[config.mk]
export PLATFORM = sky130hd
export DESIGN_NAME = vtke_ctrl
export DESIGN_NICKNAME = d
export VERILOG_FILES = /design/src/rtl/core/vtke_pkg.sv /design/src/rtl/core/vtke_ctrl.sv
export SDC_FILE = /design/constraint.sdc
export NUM_CORES = 1
export LEC_CHECK = 0
export BUFFER_PORTS_ARGS = -buffer_cell sky130_fd_sc_hd__buf_2
export CAP_MARGIN = 40
export CORE_ASPECT_RATIO = 0.6
export CORE_MARGIN = 2
export CORE_UTILIZATION = 51
export CTS_CLUSTER_DIAMETER = 60
export CTS_CLUSTER_SIZE = 24
export DETAILED_ROUTE_END_ITERATION = 10
export PLACE_DENSITY = 0.73
export SYNTH_ARGS = -nofsm -noshare
export SYNTH_HDL_FRONTEND = slang
export SYNTH_SLANG_ARGS = --single-unit
[constraint.sdc]
create_clock -name clk -period 1.9 [get_ports clk]
set_clock_uncertainty 0.2 [all_clocks]
set_input_delay 0 -clock clk [delete_from_list [all_inputs] [get_ports clk]]
set_output_delay 0 -clock clk [all_outputs]
set_load 0.05 [all_outputs]
[src/rtl/core/vtke_pkg.sv]
// Shared types, constants and helpers for the vblank time Kalman estimator.
// No dependencies; every other file of the block uses this package.
`timescale 1ns / 1ps

package vtke_pkg;

  // Defaults of the top-level parameters
  localparam int TIME_BITS_DEF      = 63;
  localparam int GAIN_FRAC_BITS_DEF = 31;

  // Word field widths
  localparam int CMD_W    = 2;
  localparam int TIME_W   = 63;
  localparam int RESID_W  = 31;
  localparam int PERIOD_W = 30;

  // Command codes
  localparam logic [CMD_W-1:0] CMD_START    = 2'd0;
  localparam logic [CMD_W-1:0] CMD_MEASURED = 2'd1;
  localparam logic [CMD_W-1:0] CMD_MISSED   = 2'd2;

  // Register indexes
  localparam logic [1:0] REG_INITIAL_PERIOD = 2'd0;
  localparam logic [1:0] REG_NOISE_PHASE    = 2'd1;
  localparam logic [1:0] REG_NOISE_PERIOD   = 2'd2;
  localparam logic [1:0] REG_MEAS_NOISE     = 2'd3;

  // Register reset values
  localparam logic [29:0] RST_INITIAL_PERIOD = 30'd16666667;
  localparam logic [39:0] RST_NOISE_PHASE    = 40'd2500;
  localparam logic [39:0] RST_NOISE_PERIOD   = 40'd400;
  localparam logic [49:0] RST_MEAS_NOISE     = 50'd22500000000;

  // Reciprocal of ten: (x * DIV10_MULT) >> DIV10_SHIFT is x / 10 for 32-bit x
  localparam logic [31:0] DIV10_MULT  = 32'hCCCC_CCCD;
  localparam int          DIV10_SHIFT = 35;

  // Divider operand select
  localparam logic [2:0] DSEL_K0 = 3'd0;
  localparam logic [2:0] DSEL_K1 = 3'd1;

  // Multiplier operand select: gain times value, and where the result goes
  localparam logic [2:0] MSEL_K0_Y   = 3'd0;
  localparam logic [2:0] MSEL_K1_Y   = 3'd1;
  localparam logic [2:0] MSEL_K0_HPP = 3'd2;
  localparam logic [2:0] MSEL_K0_HPR = 3'd3;
  localparam logic [2:0] MSEL_K1_HPP = 3'd4;
  localparam logic [2:0] MSEL_K1_HPR = 3'd5;

  typedef struct packed {
    logic [29:0] initial_period_ns;
    logic [39:0] process_noise_phase;
    logic [39:0] process_noise_period;
    logic [49:0] measurement_noise;
  } cfg_t;

  typedef enum logic [4:0] {
    ST_IDLE, ST_DECODE, ST_START0, ST_START1, ST_START2,
    ST_PRED0, ST_PRED1, ST_PRED2, ST_PRED3, ST_MISS, ST_MEAS,
    ST_DIV_INIT, ST_DIV_STEP, ST_DIV_END,
    ST_MUL_INIT, ST_MUL_STEP, ST_MUL_END, ST_RESID, ST_OUT
  } ctrl_state_t;

  typedef enum logic [4:0] {
    OP_NONE, OP_LOAD, OP_START0, OP_START1, OP_START2,
    OP_PRED0, OP_PRED1, OP_PRED2, OP_PRED3, OP_MISS, OP_MEAS,
    OP_DIV_INIT, OP_DIV_STEP, OP_DIV_END,
    OP_MUL_INIT, OP_MUL_STEP, OP_MUL_END, OP_RESID, OP_OUT
  } dp_op_t;

  typedef struct packed {
    dp_op_t     op;
    logic [2:0] sel;
  } ctrl_cmd_t;

  typedef struct packed {
    logic [CMD_W-1:0] cmd;
    logic             out_free;
  } dp_stat_t;

  // Signed 64-bit add that saturates
  function automatic logic signed [63:0] sadd(input logic signed [63:0] a,
                                              input logic signed [63:0] b);
    logic signed [64:0] s;
    s = {a[63], a} + {b[63], b};
    if (s[64] != s[63]) begin
      sadd = s[64] ? {1'b1, 63'd0} : {1'b0, {63{1'b1}}};
    end else begin
      sadd = s[63:0];
    end
  endfunction

  // Magnitude of a signed 64-bit value
  function automatic logic [63:0] mag64(input logic signed [63:0] a);
    mag64 = a[63] ? (~a + 64'd1) : a;
  endfunction

endpackage

[src/rtl/core/vtke_ctrl.sv]
// Sequencer of the estimator: walks start, predict, gain divide and
// correction steps and drives the datapath by command words. Uses vtke_pkg.
`timescale 1ns / 1ps

module vtke_ctrl #(
  parameter int GAIN_FRAC_BITS = vtke_pkg::GAIN_FRAC_BITS_DEF
) (
  input  logic                clk,
  input  logic                rst,
  input  logic                item_valid,
  output logic                item_ready,
  input  vtke_pkg::dp_stat_t  stat,
  output vtke_pkg::ctrl_cmd_t ctl
);

  localparam int CW = $clog2(GAIN_FRAC_BITS + 1);
  localparam logic [CW-1:0] DIV_LAST = CW'(GAIN_FRAC_BITS - 1);
  localparam logic [CW-1:0] MUL_LAST = CW'(GAIN_FRAC_BITS);

  vtke_pkg::ctrl_state_t state, state_next;
  logic [CW-1:0]         cnt;
  logic [2:0]            sel;

  // state register, step counter and operand select
  always_ff @(posedge clk) begin
    if (rst) begin
      state <= vtke_pkg::ST_IDLE;
      cnt   <= '0;
      sel   <= '0;
    end else begin
      state <= state_next;
      case (state)
        vtke_pkg::ST_MEAS: begin
          sel <= vtke_pkg::DSEL_K0;
        end
        vtke_pkg::ST_DIV_INIT, vtke_pkg::ST_MUL_INIT: begin
          cnt <= '0;
        end
        vtke_pkg::ST_DIV_STEP, vtke_pkg::ST_MUL_STEP: begin
          cnt <= cnt + CW'(1);
        end
        vtke_pkg::ST_DIV_END: begin
          sel <= (sel == vtke_pkg::DSEL_K0) ? vtke_pkg::DSEL_K1 : vtke_pkg::MSEL_K0_Y;
        end
        vtke_pkg::ST_MUL_END: begin
          sel <= sel + 3'd1;
        end
        default: begin
        end
      endcase
    end
  end

  // next state
  always_comb begin
    state_next = state;
    case (state)
      vtke_pkg::ST_IDLE: begin
        if (item_valid) state_next = vtke_pkg::ST_DECODE;
      end
      vtke_pkg::ST_DECODE: begin
        case (stat.cmd)
          vtke_pkg::CMD_START:    state_next = vtke_pkg::ST_START0;
          vtke_pkg::CMD_MEASURED: state_next = vtke_pkg::ST_PRED0;
          vtke_pkg::CMD_MISSED:   state_next = vtke_pkg::ST_PRED0;
          default:                state_next = vtke_pkg::ST_OUT;
        endcase
      end
      vtke_pkg::ST_START0: state_next = vtke_pkg::ST_START1;
      vtke_pkg::ST_START1: state_next = vtke_pkg::ST_START2;
      vtke_pkg::ST_START2: state_next = vtke_pkg::ST_OUT;
      vtke_pkg::ST_PRED0:  state_next = vtke_pkg::ST_PRED1;
      vtke_pkg::ST_PRED1:  state_next = vtke_pkg::ST_PRED2;
      vtke_pkg::ST_PRED2:  state_next = vtke_pkg::ST_PRED3;
      vtke_pkg::ST_PRED3: begin
        state_next = (stat.cmd == vtke_pkg::CMD_MISSED) ? vtke_pkg::ST_MISS
                                                        : vtke_pkg::ST_MEAS;
      end
      vtke_pkg::ST_MISS:     state_next = vtke_pkg::ST_OUT;
      vtke_pkg::ST_MEAS:     state_next = vtke_pkg::ST_DIV_INIT;
      vtke_pkg::ST_DIV_INIT: state_next = vtke_pkg::ST_DIV_STEP;
      vtke_pkg::ST_DIV_STEP: begin
        if (cnt == DIV_LAST) state_next = vtke_pkg::ST_DIV_END;
      end
      vtke_pkg::ST_DIV_END: begin
        state_next = (sel == vtke_pkg::DSEL_K0) ? vtke_pkg::ST_DIV_INIT
                                                : vtke_pkg::ST_MUL_INIT;
      end
      vtke_pkg::ST_MUL_INIT: state_next = vtke_pkg::ST_MUL_STEP;
      vtke_pkg::ST_MUL_STEP: begin
        if (cnt == MUL_LAST) state_next = vtke_pkg::ST_MUL_END;
      end
      vtke_pkg::ST_MUL_END: begin
        state_next = (sel == vtke_pkg::MSEL_K1_HPR) ? vtke_pkg::ST_RESID
                                                    : vtke_pkg::ST_MUL_INIT;
      end
      vtke_pkg::ST_RESID: state_next = vtke_pkg::ST_OUT;
      vtke_pkg::ST_OUT: begin
        if (stat.out_free) state_next = vtke_pkg::ST_IDLE;
      end
      default: state_next = vtke_pkg::ST_IDLE;
    endcase
  end

  // datapath command
  always_comb begin
    item_ready = 1'b0;
    ctl.sel    = sel;
    ctl.op     = vtke_pkg::OP_NONE;
    case (state)
      vtke_pkg::ST_IDLE: begin
        item_ready = 1'b1;
        if (item_valid) ctl.op = vtke_pkg::OP_LOAD;
      end
      vtke_pkg::ST_START0:   ctl.op = vtke_pkg::OP_START0;
      vtke_pkg::ST_START1:   ctl.op = vtke_pkg::OP_START1;
      vtke_pkg::ST_START2:   ctl.op = vtke_pkg::OP_START2;
      vtke_pkg::ST_PRED0:    ctl.op = vtke_pkg::OP_PRED0;
      vtke_pkg::ST_PRED1:    ctl.op = vtke_pkg::OP_PRED1;
      vtke_pkg::ST_PRED2:    ctl.op = vtke_pkg::OP_PRED2;
      vtke_pkg::ST_PRED3:    ctl.op = vtke_pkg::OP_PRED3;
      vtke_pkg::ST_MISS:     ctl.op = vtke_pkg::OP_MISS;
      vtke_pkg::ST_MEAS:     ctl.op = vtke_pkg::OP_MEAS;
      vtke_pkg::ST_DIV_INIT: ctl.op = vtke_pkg::OP_DIV_INIT;
      vtke_pkg::ST_DIV_STEP: ctl.op = vtke_pkg::OP_DIV_STEP;
      vtke_pkg::ST_DIV_END:  ctl.op = vtke_pkg::OP_DIV_END;
      vtke_pkg::ST_MUL_INIT: ctl.op = vtke_pkg::OP_MUL_INIT;
      vtke_pkg::ST_MUL_STEP: ctl.op = vtke_pkg::OP_MUL_STEP;
      vtke_pkg::ST_MUL_END:  ctl.op = vtke_pkg::OP_MUL_END;
      vtke_pkg::ST_RESID:    ctl.op = vtke_pkg::OP_RESID;
      vtke_pkg::ST_OUT: begin
        if (stat.out_free) ctl.op = vtke_pkg::OP_OUT;
      end
      default: ctl.op = vtke_pkg::OP_NONE;
    endcase
  end

endmodule

* After elaboration in Yosys (flattened, before gate mapping)
Index checks and enable logic that the tools add are counted.
** Storage, ports and cells
- Word-level logic and storage cells :: 58
- Bits in writable memories :: 0
- Output and inout port bits :: 9
- Bits in latches :: 0
- Bits in read-only memories :: 0
- Memories kept :: 0
- Register bits after elaboration :: 13
** Cells by class
- Bitwise gates (word level) :: 0
- Equal/unequal tests :: 27
- Shifts and indexed selects :: 0
- Divide/modulo/power cells :: 0
- Add/sub/neg operators :: 2
- Magnitude comparators :: 0
- Muxes and demuxes :: 16
- Reduce and logical (&&, ||, !) cells :: 10
- $mul :: 0
** Operators by type and width (count)
- $pmux W5 S18 :: 1
- $pmux W5 S17 :: 1
- $eq A5 B4 Y1 const B :: 8
- $mux W5 :: 6
- $eq A5 B5 Y1 const B :: 5
- $eq A5 B3 Y1 const B :: 4
- $pmux W5 S2 :: 2
- $eq A5 B2 Y1 const B :: 2
- $pmux W3 S3 :: 1
- $ne A2 B2 Y1 const B :: 4
- $reduce_or A2 Y1 :: 3
- $add A5 B1 Y5 const B :: 1
- $eq A5 B1 Y1 const B :: 1
- $logic_not A5 Y1 :: 1
- $reduce_and A4 Y1 :: 1
- $add A3 B1 Y3 const B :: 1
- $eq A3 B3 Y1 const B :: 1
- $logic_not A3 Y1 :: 1
- $mux W1 :: 3
- $mux W3 :: 1
- $reduce_bool A3 Y1 :: 1
- $reduce_or A3 Y1 :: 1
- $eq A2 B1 Y1 const B :: 1
- $eq A2 B2 Y1 const B :: 1
- other kinds (3) :: 3

* Depth between registers and ports, before layout
- Depth after elaboration :: 4
- Mapped depth :: 7

* Worst setup path after synthesis
No wires, ideal clock.
- Path type :: register -> register
- Start :: reg state[3]
- End :: reg sel[0]
- Library setup time :: 0.120 ns
- Arrival time :: 1.801 ns
- Data required time :: 1.580 ns
- Cell stages (with the launch flop) :: 5
- Slack :: -0.220 ns
- Path buffers :: 0
- Period minus slack after synthesis :: 2.120 ns
- Cell sequence :: dfxtp_1 > nor2b_1 > a21boi_1 > nor3_1 > o31a_1
** On the way
- Cells in the longest elaborated chain, start to end :: 2
- Elaborated cells between the ends (all ways) :: 5
** Ends and longest elaborated chain
- start: declaration :: RTL line vtke_ctrl.sv:20 : vtke_pkg::ctrl_state_t state, state_next;
- start signal: assignment :: RTL line vtke_ctrl.sv:27 : state <= vtke_pkg::ST_IDLE;
- start signal: assignment :: RTL line vtke_ctrl.sv:31 : state <= state_next;
- $eq A5 B5 Y1 / $eq A5 B4 Y1 (equally long branches) :: RTL line vtke_ctrl.sv:32 : case (state)
- $pmux W3 S3 / $reduce_bool A3 Y1 (equally long branches)
- end signal: assignment :: RTL line vtke_ctrl.sv:34 : sel <= vtke_pkg::DSEL_K0;
- end signal: assignment :: RTL line vtke_ctrl.sv:43 : sel <= (sel == vtke_pkg::DSEL_K0) ? vtke_pkg::DSEL_K1 : vtke_pkg::MSEL_K0_Y;
- end signal: assignment :: RTL line vtke_ctrl.sv:46 : sel <= sel + 3'd1;
- end: declaration :: RTL line vtke_ctrl.sv:22 : logic [2:0] sel;
Several ways; a longest one is shown, not always the timed one.
A chain may end at the register's enable or synchronous reset.

==> impl_metrics.csv <==
group,metric,value,unit
sta,hold_viol_final,0,
placed_design,post-dp-hpwl,2304,um
detailed_routing,drt_iter0_drc,98,
clock_network,clk_latency,0.24,ns
critical_path,cp_cell_sequence,"buf_6 -> or3_4 -> nor3b_4 -> a21oi_2 -> o21ai_2 -> buf_6",
floorplanning,core,2180,um2
detailed_routing,ant_nets,0,
global_route,grt_pass1_wl,4968,um
critical_path,cpMostUsedCell,"buf_6",
layout,fin_nets,195,
logic_synthesis,synth-seq-area-share,0.2189,
logic_synthesis,yosys_warnings,0,
logic_synthesis,synth_nets,167,
critical_path,cp-end-kind,"primary output",
floorplanning,dieWidth,66.33,um
clock_network,clkSinkCount,13,
critical_path,ff2ff_setup_slack,0.02,ns
sta,setup_viol,1,
floorplanning,fp.dieArea,2746,um2
floorplanning,fp.dieH,41.40,um
floorplanning,ios,15,
critical_path,max_stage_delay,0.43,ns
logic_synthesis,synthTopCellsByArea,"dfxtp_1 (22%), ha_1 (8.4%), a21oi_1 (4.6%), nor2_1 (4.4%), nand3b_1 (3.2%)",
logic_synthesis,ys_ff_latch,13,
layout,fillers,168,
critical_path,cp-start-kind,"flip-flop",
clock_network,max-clock-path-buffers,2,
clock_network,clk_pin_slew,0.05,ns
detailed_routing,via_per_inst,6.110,
sta,fin_crit_sh,1.020,
min_path,min-delay-path-class,"in -> reg",
flow_run,maxCapViolations,0,
status,status,"finished with violations",
sta,period_needed,1.937,ns
logic_synthesis,synth_edf_count,0,
global_route,grt_overflow_total,0,
pwr,peakVddDrop,0.7577,mV
floorplanning,initial_core_util,0.5454,
sta,relSlewSlack,0.6532,
sta,rsz0062_at_grt,"yes",
pwr,p_per_area,1241,nW/um2
critical_path,cp.required,1.70,ns
clock_network,cts_tree,"done",
critical_path,crit_fanout,9,
sta,hold-worst-slack,0.1513,ns
sta,worst_slack,-0.03733,ns
sta,tightest_slew,0.5154,ns
detailed_routing,drc,0,
layout,diodes,0,
detailed_routing,wl_per_cell,16.82,um
logic_synthesis,yosysTopAreaCell,"dfxtp_1",
detailed_routing,first_pass_iters,4,
placed_design,gp_congestion,0.9084,
logic_synthesis,synth.distinct_cells,51,
sta,slew_violations,0,
logic_synthesis,synth_flop_cell,"dfxtp_1",
logic_synthesis,netlist_top_cells_count,"nor2_1 (14), dfxtp_1 (13), a21oi_1 (11), clkbuf_1 (8), ha_1 (8)",
critical_path,cp_slowest_cell,"or3_4",
logic_synthesis,avgSynthCellArea,7.769,um2
layout,drive_gt1_frac,0.3444,
sta,setup_tns,-0.03733,ns
logic_synthesis,synth_top_area_share,0.2189,
layout,syn2layout_area_growth,30.84,%
sta,fmax,0.5162,GHz
global_route,grt_max_degree,23,
clock_network,h-tree-depth,1,
pwr,p_leak,0.6395,nW
global_route,antenna_found_initial,0,
floorplanning,num_rows,13,
detailed_routing,vias,1283,
global_route,grt_usage,0.2541,
logic_synthesis,syn_area,1189,um2
critical_path,critPathArrivalTime,1.74,ns
clock_network,cts_made_buffers,3,
logic_synthesis,ys_async_sr_fraction,0,
clock_network,root_buffer,"clkbuf_8",
detailed_routing,drt_wl_total,3533,um
status,violations,"setup timing",
critical_path,path_class,"reg -> out",
logic_synthesis,yosysMostFrequentCell,"nor2_1",
logic_synthesis,syn_inst,153,
global_route,grt_pass1_vias,994,
placed_design,portBuffers,14,
[stage by stage]
| stage | setup slack (ns) | utilization | area (um2) | power, W | std cells |
|---|---|---|---|---|---|
| after floorplan | 0.02141 | - | 1206 | 0.001153 | 153 |
| after global placement | 0.02070 | 0.6206 | 1353 | 0.001372 | 196 |
| after detailed placement | 0.006479 | 0.6206 | 1353 | 0.001404 | 196 |
| after CTS | 0.001099 | 0.6613 | 1441 | 0.001709 | 202 |
| after global routing | -0.1257 | 0.7135 | 1555 | 0.002017 | 210 |
| final | -0.03733 | 0.7135 | 1555 | 0.001930 | 210 |
[cell usage in the layout, fill, tap and decap left out, types with 4 or more instances in the layout]
| master | synthesis | final |
|---|---|---|
| buf_2 | 5 | 12 |
| buf_4 | 0 | 18 |
| buf_6 | 0 | 4 |
| nand2_1 | 5 | 5 |
| nor2_1 | 14 | 14 |
| o21ai_1 | 5 | 4 |
| inv_1 | 6 | 6 |
| ha_1 | 8 | 8 |
| dfxtp_1 | 13 | 11 |
| nand3b_1 | 5 | 5 |
| nand4b_1 | 4 | 4 |
| a21oi_1 | 11 | 9 |
| nor3_1 | 6 | 6 |
[report_power, final]
part           switching [W]  internal, W  total, W
sequential         0.0000309     0.000311  0.000342
clock              0.0000975     0.000148  0.000245
combinational       0.000796     0.000547   0.00134
[state kept, by name, indices dropped and copies added (netlist names)]
| signal | flops |
|---|---|
| cnt | 5 |
| sel | 3 |
| state | 5 |
[cell families (layout without fill, tap and decap cells)]
kind of cell | after synthesis | count (layout) | synth area share
AOI/OAI and AO/OA | 43 | 43 | 0.2526
xor gates and xnor gates | 2 | 2 | 0.01474
adders and majority gates | 8 | 8 | 0.08421
buffers and inverters | 21 | 48 | 0.07157
DFF | 13 | 13 | 0.2189
muxes | 1 | 1 | 0.009473
and+or+nand+nor | 65 | 65 | 0.3484
[worst paths after layout]
| path | depth (start not counted) | startpoint | endpoint |
|---|---|---|---|
| min reg2reg | 2 | cnt[3] | cnt[3] |
| max | 6 | state[2] | ctl[3] |
| max reg2reg | 6 | cnt[0] | state[0] |
| min | 5 | item_valid | state[4] |
[timing repair]
action | CTS | global route
setup endpoints to repair | 2 | 9
buffers inserted | 0 | 8
endpoints found under the hold margin | 13 | 0
pin swaps | 0 | 3
resized for setup | 6 | 14
hold buffers | 2 | 0
[routing by layer]
layer  vias up  GRT usage  share of wire
met2        66     0.4225           0.46
li1        610          -              -
met4         0    0.04592         0.0065
met3         4    0.08065           0.10
met1       603     0.3344           0.43
met5         -          0              0
[layout make-up]
class                           count  area (um2)  share of cell area
Tap cell                           30       37.54             0.02414
Inverter                            7       26.28             0.01689
Multi-Input combinational cell    119       915.9              0.5889
Timing Repair Buffer               37       267.8              0.1722
Sequential cell                    13       262.8              0.1689
Clock buffer                        4       45.04             0.02896
[worst max-delay path: cells and delay by family, from the launching register on]
kind | cells | cell delay [ns]
buf+inv | 2 | 0.31
flops | 1 | 0.32
simple gates | 2 | 0.62
compound gates | 2 | 0.23
Note: power is estimated with default switching activity, not from simulation.
